==> src/sfa_pkg.sv <==
// Shared types, codes and constants of the source failover arbiter.
// No dependencies; every other file but sfa_if.sv imports this package.
package sfa_pkg;

  localparam int NUM_SOURCES = 8;
  localparam int SRC_W       = 3;
  localparam int TMO_NS_W    = 52;
  localparam int LEASE_NS_W  = 36;

  localparam logic [19:0] NS_PER_MS = 20'd1000000;

  localparam logic [TMO_NS_W-1:0] TMO_RST_NS  = 52'd100000000;
  localparam logic [TMO_NS_W-1:0] HOLD_RST_NS = 52'd200000000;

  localparam logic [2:0] CFG_CMD_TIMEOUT = 3'd0;
  localparam logic [2:0] CFG_SWITCH_HOLD = 3'd1;
  localparam logic [2:0] CFG_PRIORITIES  = 3'd2;
  localparam logic [2:0] CFG_LEASE_LOW   = 3'd3;
  localparam logic [2:0] CFG_LEASE_HIGH  = 3'd4;

  typedef enum logic [1:0] {
    OP_EVAL   = 2'd0,
    OP_LOAD   = 2'd1,
    OP_REMOVE = 2'd2
  } op_t;

  typedef enum logic [2:0] {
    EV_NONE     = 3'd0,
    EV_LOST     = 3'd1,
    EV_FIRST    = 3'd2,
    EV_FALLBACK = 3'd3,
    EV_SWITCH   = 3'd4
  } ev_t;

  typedef enum logic [1:0] {
    ERR_NONE       = 2'd0,
    ERR_PRIO       = 2'd1,
    ERR_STEADY     = 2'd2,
    ERR_CHALLENGER = 2'd3
  } err_t;

  // Running result of a scan, handed from one slot cell to the next.
  typedef struct packed {
    err_t             err;
    logic             any;
    logic [SRC_W-1:0] best_idx;
    logic [7:0]       best_prio;
    logic [63:0]      best_stamp;
    logic             act_qual;
    logic [63:0]      act_stamp;
  } scan_t;

  // Slot update command from the controller to one cell.
  typedef struct packed {
    logic        load;
    logic        remove;
    logic [7:0]  prio;
    logic [63:0] stamp;
    logic [62:0] recv;
  } slot_wr_t;

endpackage

==> src/sfa_cell.sv <==
// One source slot: holds the snapshot and folds its verdict into the scan beat.
// Depends on sfa_pkg.
module sfa_cell (
  input  logic                          clk,
  input  logic                          rst,
  input  logic [sfa_pkg::SRC_W-1:0]     idx,
  input  sfa_pkg::slot_wr_t             wr,
  input  logic [7:0]                    policy_prio,
  input  logic [sfa_pkg::LEASE_NS_W-1:0] lease_ns,
  input  logic [sfa_pkg::TMO_NS_W-1:0]  tmo_ns,
  input  logic [63:0]                   now_ros,
  input  logic [62:0]                   eval_steady,
  input  logic [sfa_pkg::SRC_W-1:0]     active_index,
  input  sfa_pkg::scan_t                carry_in,
  input  logic                          valid_in,
  output sfa_pkg::scan_t                carry_out,
  output logic                          valid_out
);
  import sfa_pkg::*;

  logic        present;
  logic [7:0]  slot_prio;
  logic [63:0] slot_stamp;
  logic [62:0] slot_recv;

  logic        prio_ok, recv_ok, lease_ok, fresh, qual, better;
  logic [62:0] lease_age;
  logic [63:0] cmd_age;
  scan_t       scan_next;

  always_comb begin
    prio_ok   = (slot_prio == policy_prio);
    recv_ok   = (eval_steady >= slot_recv);
    lease_age = eval_steady - slot_recv;
    lease_ok  = (lease_age <= {{(63-LEASE_NS_W){1'b0}}, lease_ns});
    cmd_age   = now_ros - slot_stamp;
    fresh     = !now_ros[63] && !slot_stamp[63] &&
                (($signed(slot_stamp) > $signed(now_ros)) ||
                 (cmd_age <= {{(64-TMO_NS_W){1'b0}}, tmo_ns}));
    qual      = present && prio_ok && recv_ok && fresh && lease_ok;
    // A younger command means a later stamp, since now is shared by all slots.
    better    = !carry_in.any || (slot_prio > carry_in.best_prio) ||
                ((slot_prio == carry_in.best_prio) &&
                 ($signed(slot_stamp) > $signed(carry_in.best_stamp)));
    scan_next = carry_in;
    if (carry_in.err == ERR_NONE && present) begin
      if (!prio_ok) begin
        scan_next.err = ERR_PRIO;
      end else if (!recv_ok) begin
        scan_next.err = ERR_STEADY;
      end else if (qual) begin
        if (better) begin
          scan_next.any        = 1'b1;
          scan_next.best_idx   = idx;
          scan_next.best_prio  = slot_prio;
          scan_next.best_stamp = slot_stamp;
        end
        if (active_index == idx) begin
          scan_next.act_qual  = 1'b1;
          scan_next.act_stamp = slot_stamp;
        end
      end
    end
  end

  always_ff @(posedge clk) begin
    if (rst) begin
      present   <= 1'b0;
      valid_out <= 1'b0;
    end else begin
      valid_out <= valid_in;
      if (wr.load) begin
        present <= 1'b1;
      end else if (wr.remove) begin
        present <= 1'b0;
      end
    end
  end

  always_ff @(posedge clk) begin
    if (wr.load) begin
      slot_prio  <= wr.prio;
      slot_stamp <= wr.stamp;
      slot_recv  <= wr.recv;
    end
    if (valid_in) begin
      carry_out <= scan_next;
    end
  end

endmodule

==> config.mk <==
export PLATFORM = sky130hd
export DESIGN_NAME = sfa_cell
export DESIGN_NICKNAME = d
export VERILOG_FILES = /design/src/sfa_pkg.sv /design/src/sfa_cell.sv
export SDC_FILE = /design/constraint.sdc
export NUM_CORES = 1
export LEC_CHECK = 0
export BUFFER_PORTS_ARGS = -buffer_cell sky130_fd_sc_hd__buf_2
export CAP_MARGIN = 20
export CELL_PAD_IN_SITES_DETAIL_PLACEMENT = 0
export CELL_PAD_IN_SITES_GLOBAL_PLACEMENT = 1
export CORE_MARGIN = 5
export CORE_UTILIZATION = 38
export CTS_BUF_LIST = sky130_fd_sc_hd__clkbuf_2
export DETAILED_ROUTE_END_ITERATION = 8
export PLACE_DENSITY_LB_ADDON = 0.1
export SYNTH_ARGS = -nofsm -noshare
export SYNTH_HDL_FRONTEND = slang
export SYNTH_SLANG_ARGS = --single-unit
==> constraint.sdc <==
create_clock -name clk -period 6.1 [get_ports clk]
set_input_delay 0.61 -clock clk [delete_from_list [all_inputs] [get_ports clk]]
set_output_delay 0.61 -clock clk [all_outputs]
set_load 0.1 [all_outputs]
==> impl_results.html, run 1 <==
<table>
<tr><th>Metric</th><th>Value</th></tr>
<tr><th colspan="2">Run status</th></tr>
<tr><td>Status</td><td>complete, but fails checks</td></tr>
<tr><td>Violations in the final reports</td><td>setup timing</td></tr>
<tr><th colspan="2">GRT</th></tr>
<tr><td>Leftover overflow at the end of global routing</td><td>0</td></tr>
<tr><td>Number of global-route vias before repair</td><td>27500</td></tr>
<tr><td>Antenna violations before repair</td><td>24</td></tr>
<tr><td>Global-route wire length before repair</td><td>163000 µm</td></tr>
<tr><td>Pin count of the biggest net entering global routing</td><td>89</td></tr>
<tr><td>Gr usage total</td><td>0.300</td></tr>
<tr><th colspan="2">Run</th></tr>
<tr><td>Max-cap violations</td><td>0</td></tr>
<tr><th colspan="2">Clock tree</th></tr>
<tr><td>CTS tree</td><td>yes</td></tr>
<tr><td>Sink count of the clock tree</td><td>280</td></tr>
<tr><td>H-tree levels</td><td>3</td></tr>
<tr><td>Clk buf depth</td><td>3</td></tr>
<tr><td>Clock slew seen by the registers of the worst setup and hold paths</td><td>0.11 ns</td></tr>
<tr><td>TritonCTS buffer count</td><td>85</td></tr>
<tr><td>Clock root buffer</td><td>sky130_fd_sc_hd__clkbuf_2</td></tr>
<tr><td>Source-to-sink clock delay at the later pin of the worst-skew pair</td><td>approximately 1.1 ns</td></tr>
<tr><th colspan="2">Detailed routing</th></tr>
<tr><td>Overall via count from detail_route</td><td>26600</td></tr>
<tr><td>Initial DRC count</td><td>1903</td></tr>
<tr><td>Avg WL per Cell</td><td>22.5 µm</td></tr>
<tr><td>Final wirelength</td><td>113000 µm</td></tr>
<tr><td>Via/cell ratio</td><td>roughly 5.3</td></tr>
<tr><td>Initial DRT Pass Iterations</td><td>6</td></tr>
<tr><td>Number of design rule violations left after detail routing</td><td>0</td></tr>
<tr><td>Antenna Nets Post-Route</td><td>0</td></tr>
<tr><th colspan="2">Die</th></tr>
<tr><td>X dimension of the die</td><td>267 µm</td></tr>
<tr><td>Area enclosed by the die boundary</td><td>71300 µm²</td></tr>
<tr><td>Die outline height</td><td>~270 µm</td></tr>
<tr><td>Initial core utilization</td><td>0.382</td></tr>
<tr><td>Core Area</td><td>65600 µm²</td></tr>
<tr><td>Std cell rows</td><td>94</td></tr>
<tr><td>I/O pin cnt</td><td>656</td></tr>
<tr><th colspan="2">Worst setup path</th></tr>
<tr><td>Worst setup EP type</td><td>flop</td></tr>
<tr><td>R2r endpoint</td><td>carry_out[19]</td></tr>
<tr><td>Slowest stage delay, CP</td><td>~0.42 ns</td></tr>
<tr><td>Worst Path Class, Setup</td><td>flop to flop</td></tr>
<tr><td>Critical Path Fanout Max</td><td>9</td></tr>
<tr><td>CP arrival</td><td>7.07 ns</td></tr>
<tr><td>Required time of the worst setup path</td><td>6.91 ns</td></tr>
<tr><td>Beginning of the worst register-to-register path</td><td>slot_recv[0]</td></tr>
<tr><td>Crit-path most repeated cell</td><td>sky130_fd_sc_hd__buf_4</td></tr>
<tr><td>Crit path from</td><td>slot_recv[0]</td></tr>
<tr><td>Critical-path top delay cell</td><td>sky130_fd_sc_hd__o311ai_1</td></tr>
<tr><td>Reg-to-reg slack, setup</td><td>-0.16 ns</td></tr>
<tr><td>Register-to-Register Path Depth</td><td>28</td></tr>
<tr><td>Worst Setup Start Kind</td><td>flop</td></tr>
<tr><td>Worst setup path endpoint</td><td>carry_out[19]</td></tr>
<tr><th colspan="2">Final layout</th></tr>
<tr><td>Leading cell types in the layout, fill and taps excluded</td><td>653 x sky130_fd_sc_hd__buf_2, 389 x sky130_fd_sc_hd__buf_4, 388 x sky130_fd_sc_hd__inv_1</td></tr>
<tr><td>Final core occ</td><td>0.556</td></tr>
<tr><td>Post-layout instance area</td><td>between 30000 and 40000 µm²</td></tr>
<tr><td>P&amp;R area growth vs syn</td><td>45.5%</td></tr>
<tr><td>Most common cell after layout, fill and taps aside</td><td>sky130_fd_sc_hd__buf_2</td></tr>
<tr><td>Share of layout cells above drive strength 1</td><td>0.324</td></tr>
<tr><td>Final net count</td><td>approximately 5000</td></tr>
<tr><th colspan="2">Placement</th></tr>
<tr><td>Final Wtd Congestion</td><td>slightly below 1</td></tr>
<tr><td>IO Port Bufs</td><td>655</td></tr>
<tr><td>HPWL Detailed</td><td>between 90000 and 100000 µm</td></tr>
<tr><td>Dpl cell area</td><td>31900 µm²</td></tr>
<tr><th colspan="2">Power and ir drop</th></tr>
<tr><td>Leakage power figure</td><td>18.3 nW</td></tr>
<tr><td>Clock network power share</td><td>0.197</td></tr>
<tr><td>Worst ir drop on vdd</td><td>0.000155 V</td></tr>
<tr><td>Switch share</td><td>0.436</td></tr>
<tr><td>Power density over the cells</td><td>around 210 nW/µm²</td></tr>
<tr><td>Comb pwr share</td><td>0.486</td></tr>
<tr><td>Cell-internal power</td><td>4.23 mW</td></tr>
<tr><td>Switching power of the nets</td><td>3.27 mW</td></tr>
<tr><td>Fraction of power consumed by sequential logic</td><td>0.317</td></tr>
<tr><th colspan="2">STA</th></tr>
<tr><td>Final worst-path setup slack</td><td>-0.163 ns</td></tr>
<tr><td>Setup repair after global routing missed its margin</td><td>yes</td></tr>
<tr><td>Slew @ Worst Pin</td><td>1.10 ns</td></tr>
<tr><td>Hold violation count in the final report</td><td>0</td></tr>
<tr><td>Period utilisation layout</td><td>1.03</td></tr>
<tr><td>Final Setup Violations</td><td>roughly 120</td></tr>
<tr><td>Final clock skew</td><td>0.0898 ns</td></tr>
<tr><td>Maximum operating frequency</td><td>~160 MHz</td></tr>
<tr><td>Max-Slew Margin vs Limit</td><td>0.267</td></tr>
<tr><td>Count of pins over their slew limit</td><td>0</td></tr>
<tr><td>Tmin final</td><td>~6.3 ns</td></tr>
<tr><th colspan="2">Synthesis</th></tr>
<tr><td>Avg Cell Area, Syn</td><td>9.20 µm²</td></tr>
<tr><td>Mapped Nets</td><td>between 3000 and 4000</td></tr>
<tr><td>Post-synth EDFFs</td><td>278</td></tr>
<tr><td>Number of register bits inferred by synthesis</td><td>280</td></tr>
<tr><td>Post-synth top flop</td><td>sky130_fd_sc_hd__edfxtp_1</td></tr>
<tr><td>Total of warnings raised by yosys</td><td>0</td></tr>
<tr><td>Syn Inst Count</td><td>2728</td></tr>
<tr><td>Number of distinct standard cells referenced by the synthesized netlist</td><td>between 80 and 90</td></tr>
<tr><td>Synth Cell Area</td><td>25100 µm²</td></tr>
<tr><td>Async SR Flop Fraction</td><td>0</td></tr>
<tr><td>Sequential area share after synthesis</td><td>0.334</td></tr>
<tr><th colspan="2">Worst hold path</th></tr>
<tr><td>Worst min-delay path class</td><td>input port to flop</td></tr>
<tr><td>Cell depth of the worst min-delay path</td><td>2</td></tr>
<tr><td>Min-Delay Startpoint</td><td>wr[57]</td></tr>
</table>
[what timing repair did]
action                                 4_1_cts  5_1_grt
hold buffers                               286        1
setup buffers                               14       19
setup endpoints to repair                  140      140
endpoints found under the hold margin      300        3
cloned                                       3        5
gates resized for setup                     68       35
pin swaps                                   40       29
[cell type report]
| type | instances | area (µm²) |
|---|---|---|
| inverters | 389 | 1460 |
| repair buffers | 1351 | 9500 |
| flip-flops and latches | 280 | 8390 |
| clock buffers | 120 | 601 |
| fillers | 6007 | 29100 |
| well taps | 864 | 1080 |
| clock inverters | 29 | 124 |
| multi-input cells | 1974 | 15300 |
| diodes | 23 | 57.6 |
[how the worst min path moves through the flow]
stage,to,slack [ns]
final,slot_recv[57],0.20
after global placement,present,0.54
after detailed placement,present,0.54
after CTS,slot_recv[45],0.04
after floorplan,present,0.50
after global routing,slot_recv[57],0.07
[layer usage]
layer / global-route usage / routed length [µm] / vias to the layer above / part of all wire
met5: 0 / 57 / - / 0.00050
met4: 0.113 / 4140 / 10 / 0.037
met3: 0.0683 / 8190 / 222 / 0.072
met2: 0.497 / 53200 / 1006 / 0.47
met1: 0.383 / 47700 / 12700 / 0.42
li1: - / - / 12700 / -
[logic make-up after synthesis]
kind of cell,count (synthesis),synth area share
simple gates,660,0.129
mux,146,0.0695
flops,280,0.334
buf+inv,474,0.0745
xor+xnor,105,0.0367
compound gates,710,0.179
fa+ha+maj,353,0.177
[through the flow]
| step | total power [mW] | hold WS, ns | cells | setup WS, ns | setup TNS [ns] |
|---|---|---|---|---|---|
| floorplan | 4.43 | 0.495 | 2728 | 0.0805 | 0 |
| global placement | 5.72 | 0.541 | 4532 | -0.881 | -110.16 |
| detailed placement | 5.75 | 0.543 | 4532 | -0.885 | -110.62 |
| CTS | 7.50 | 0.0364 | 4984 | -0.0515 | -1.18 |
| global route | 7.95 | 0.0676 | 5024 | -0.390 | -42.17 |
| finish | 7.51 | 0.202 | 5030 | -0.163 | -12.43 |
[Yosys cell counts, drive strengths merged, types with 16 or more instances]
master | n | share of area
inv | 389 | 0.058
ha | 351 | 0.18
edfxtp | 278 | 0.33
a21oi | 266 | 0.054
nand2 | 195 | 0.029
nor2 | 147 | 0.022
o21ai | 137 | 0.027
nand4 | 92 | 0.023
mux2 | 78 | 0.042
a21o | 72 | 0.022
mux2i | 68 | 0.027
xnor2 | 61 | 0.021
nand3 | 52 | 0.010
clkbuf | 47 | 0.0070
xor2 | 44 | 0.015
nor3 | 41 | 0.0084
buf | 38 | 0.0093
o211ai | 34 | 0.010
o21a | 29 | 0.0087
nand2b | 27 | 0.0067
nor4 | 24 | 0.0067
a211oi | 19 | 0.0057
o21bai | 17 | 0.0051
nor2b | 16 | 0.0040
or3 | 16 | 0.0040
[critical path: cells and delay by family (launching register included)]
| family | cells | cell delay (ns) |
|---|---|---|
| compound gates | 7 | 1.61 |
| simple gates | 9 | 1.54 |
| buf+inv | 7 | 1.09 |
| fa+ha+maj | 3 | 0.88 |
| flops | 1 | 0.37 |
| mux | 1 | 0.31 |
| xor+xnor | 1 | 0.17 |
[sequential cells by signal, summed over array words and instances (netlist names)]
signal	cells
valid_out	1
present	1
slot_stamp	64
slot_prio	8
slot_recv	63
carry_out	143
[power groups by stage]
stage / sequential (mW) / combinational [mW] / clock (mW)
6_report: 2.38 / 3.65 / 1.48
3_5_place_dp: 2.42 / 3.33 / 0
2_1_floorplan: 2.94 / 1.49 / 0
4_1_cts: 2.38 / 3.58 / 1.54
3_3_place_gp: 2.42 / 3.30 / 0
5_1_grt: 2.39 / 3.93 / 1.63
No activity file was read; power rests on OpenSTA's default activity.
==> run 2, diff against run 1 <==
--- a/config.mk
+++ b/config.mk
@@ -9,6 +9,7 @@
 export CAP_MARGIN = 20
 export CELL_PAD_IN_SITES_DETAIL_PLACEMENT = 0
 export CELL_PAD_IN_SITES_GLOBAL_PLACEMENT = 1
+export CORE_ASPECT_RATIO = 1.25
 export CORE_MARGIN = 5
 export CORE_UTILIZATION = 38
 export CTS_BUF_LIST = sky130_fd_sc_hd__clkbuf_2
==> run 2 against run 1 <==
Effect of this change:
- the flow still finishes with violations (setup timing)
- final cell count grew 0.68%
- critical endpoint is now carry_out[138]
- largest cell class unchanged
- utilization rose by 0.99 points
- first-iteration DRC count fell by 24%
==> impl_results.html, run 2 (synthesis gave the netlist of run 1 again) <==
<table>
<tr><th>Metric</th><th>Value</th></tr>
<tr><th colspan="2">Power and ir drop</th></tr>
<tr><td>Leakage power figure</td><td>roughly 19 nW</td></tr>
<tr><td>Power density over the cells</td><td>206 nW/µm²</td></tr>
<tr><td>Worst ir drop on vdd</td><td>roughly 0.00016 V</td></tr>
<tr><th colspan="2">GRT</th></tr>
<tr><td>Number of global-route vias before repair</td><td>approximately 28000</td></tr>
<tr><td>Pin count of the biggest net entering global routing</td><td>90</td></tr>
<tr><td>Gr usage total</td><td>0.300</td></tr>
<tr><td>Leftover overflow at the end of global routing</td><td>0</td></tr>
<tr><td>Antenna violations before repair</td><td>53</td></tr>
<tr><td>Global-route wire length before repair</td><td>165000 µm</td></tr>
<tr><th colspan="2">Placement</th></tr>
<tr><td>Setup WS pre-CTS</td><td>-0.943 ns</td></tr>
<tr><td>IO Port Bufs</td><td>655</td></tr>
<tr><td>Final Wtd Congestion</td><td>0.967</td></tr>
<tr><td>HPWL Detailed</td><td>90600 µm</td></tr>
<tr><td>Placed instance count</td><td>between 4000 and 5000</td></tr>
<tr><th colspan="2">Worst setup path</th></tr>
<tr><td>Crit-path most repeated cell</td><td>sky130_fd_sc_hd__buf_4</td></tr>
<tr><td>Required time of the worst setup path</td><td>6.96 ns</td></tr>
<tr><td>Critical Path Fanout Max</td><td>6</td></tr>
<tr><td>CP arrival</td><td>7.04 ns</td></tr>
<tr><td>Slowest stage delay, CP</td><td>~0.42 ns</td></tr>
<tr><td>Worst setup EP type</td><td>flop</td></tr>
<tr><td>Critical-path top delay cell</td><td>sky130_fd_sc_hd__edfxtp_1</td></tr>
<tr><td>Worst Path Class, Setup</td><td>flop to flop</td></tr>
<tr><td>Worst Setup Start Kind</td><td>flop</td></tr>
<tr><th colspan="2">STA</th></tr>
<tr><td>Final clock skew</td><td>0.0805 ns</td></tr>
<tr><td>Period utilisation layout</td><td>1.01</td></tr>
<tr><td>Tmin final</td><td>6.18 ns</td></tr>
<tr><td>Slew @ Worst Pin</td><td>1.04 ns</td></tr>
<tr><td>Maximum operating frequency</td><td>between 150 and 200 MHz</td></tr>
<tr><td>Final Setup Violations</td><td>49</td></tr>
<tr><td>Final total negative setup slack</td><td>-2.08 ns</td></tr>
<tr><td>Hold violation count in the final report</td><td>0</td></tr>
<tr><td>Max-Slew Margin vs Limit</td><td>0.308</td></tr>
<tr><td>Final worst-path setup slack</td><td>-0.0785 ns</td></tr>
<tr><td>Setup repair after global routing missed its margin</td><td>yes</td></tr>
<tr><td>Count of pins over their slew limit</td><td>0</td></tr>
<tr><th colspan="2">Run status</th></tr>
<tr><td>Status</td><td>complete, but fails checks</td></tr>
<tr><td>Violations in the final reports</td><td>setup timing</td></tr>
<tr><th colspan="2">Die</th></tr>
<tr><td>Std cell rows</td><td>approximately 110</td></tr>
<tr><td>I/O pin cnt</td><td>656</td></tr>
<tr><td>Core Area</td><td>65600 µm²</td></tr>
<tr><td>Area enclosed by the die boundary</td><td>71300 µm²</td></tr>
<tr><td>Die outline height</td><td>just under 300 µm</td></tr>
<tr><td>Initial core utilization</td><td>0.383</td></tr>
<tr><td>X dimension of the die</td><td>240 µm</td></tr>
<tr><th colspan="2">Run</th></tr>
<tr><td>Max-cap violations</td><td>0</td></tr>
<tr><th colspan="2">Detailed routing</th></tr>
<tr><td>Initial DRT Pass Iterations</td><td>6</td></tr>
<tr><td>Overall via count from detail_route</td><td>between 20000 and 30000</td></tr>
<tr><td>Via/cell ratio</td><td>5.27</td></tr>
<tr><td>Number of design rule violations left after detail routing</td><td>0</td></tr>
<tr><td>Final wirelength</td><td>114000 µm</td></tr>
<tr><td>Avg WL per Cell</td><td>approximately 22 µm</td></tr>
<tr><td>Antenna Nets Post-Route</td><td>0</td></tr>
<tr><td>Initial DRC count</td><td>1453</td></tr>
<tr><th colspan="2">Clock tree</th></tr>
<tr><td>Clock slew seen by the registers of the worst setup and hold paths</td><td>0.13 ns</td></tr>
<tr><td>Clock root buffer</td><td>sky130_fd_sc_hd__clkbuf_2</td></tr>
<tr><td>CTS tree</td><td>yes</td></tr>
<tr><td>Source-to-sink clock delay at the later pin of the worst-skew pair</td><td>between 1 and 1.5 ns</td></tr>
<tr><td>TritonCTS buffer count</td><td>78</td></tr>
<tr><td>H-tree levels</td><td>3</td></tr>
<tr><td>Clk buf depth</td><td>3</td></tr>
<tr><td>Sink count of the clock tree</td><td>280</td></tr>
<tr><th colspan="2">Final layout</th></tr>
<tr><td>Final net count</td><td>between 4000 and 5000</td></tr>
<tr><td>Share of layout cells above drive strength 1</td><td>0.339</td></tr>
<tr><td>Finished Layout Cells</td><td>approximately 5000</td></tr>
<tr><td>Final core occ</td><td>0.566</td></tr>
<tr><td>Flip-flop count of the largest register after layout</td><td>143</td></tr>
<tr><td>Most common cell after layout, fill and taps aside</td><td>sky130_fd_sc_hd__buf_2</td></tr>
<tr><td>P&amp;R area growth vs syn</td><td>47.9%</td></tr>
<tr><td>Register ranked first by flip-flop count</td><td>carry_out</td></tr>
<tr><td>Biggest registers after layout</td><td>carry_out x143, slot_stamp x64, slot_recv x63</td></tr>
<tr><td>Leading cell types in the layout, fill and taps excluded</td><td>653 x sky130_fd_sc_hd__buf_2, 413 x sky130_fd_sc_hd__buf_4, 385 x sky130_fd_sc_hd__inv_1</td></tr>
<tr><th colspan="2">Worst hold path</th></tr>
<tr><td>Worst min-delay path class</td><td>input port to flop</td></tr>
</table>
run 2: area by class of cell:
| cell class | instances | area [µm²] |
|---|---|---|
| Fill cell | 6003 | 28500 |
| Sequential cell | 280 | 8390 |
| Timing Repair Buffer | 1382 | 9780 |
| Inverter | 389 | 1460 |
| Antenna cell | 43 | 108 |
| Multi-Input combinational cell | 1974 | 15500 |
| Tap cell | 856 | 1070 |
| Clock buffer | 120 | 601 |
| Clock inverter | 20 | 171 |
run 2: final timing paths:
path / start / to / slack, ns / cells after the start
setup reg to reg: slot_stamp[1] / carry_out[138] / -0.08 / 29
hold reg to reg: present / present / 0.58 / 2
setup / recovery: slot_stamp[1] / carry_out[138] / -0.08 / 29
hold / removal: valid_in / carry_out[2] / 0.12 / 1
run 2: what timing repair did:
action | CTS | global route
gates cloned | 4 | 8
hold buffers | 286 | 0
endpoints found under the setup margin | 140 | 140
setup buffers | 22 | 18
resized for setup | 84 | 81
pin swaps | 41 | 36
hold endpoints to repair | 288 | 0
run 2: routing by layer:
layer,vias up,GRT usage,share of wire
met5,-,0,0.0015
met4,26,0.116,0.040
met3,225,0.0635,0.069
met2,960,0.559,0.52
met1,12700,0.329,0.37
li1,12700,-,-
run 2: through the flow:
stage          hold slack [ns]  power, mW  cell area, µm²
2_1_floorplan            0.495       4.43           25100
3_3_place_gp             0.546       5.74           32000
3_5_place_dp             0.548       5.77           32000
4_1_cts                 0.0138       7.64           36300
5_1_grt                 0.0940       8.11           37100
6_report                 0.118       7.66           37100
run 2: where the power goes:
part,internal [mW],switching [mW]
sequential,2.29,0.0902
combinational,1.48,2.23
clock,0.653,0.925
run 2: worst max-delay path: cells and delay by family, from the launching register on:
family	cells	cell delay, ns
buf+inv	8	1.17
simple gates	6	1.13
mux	1	0.31
flops	1	0.42
fa+ha+maj	2	0.57
xor+xnor	1	0.13
compound gates	11	2.19
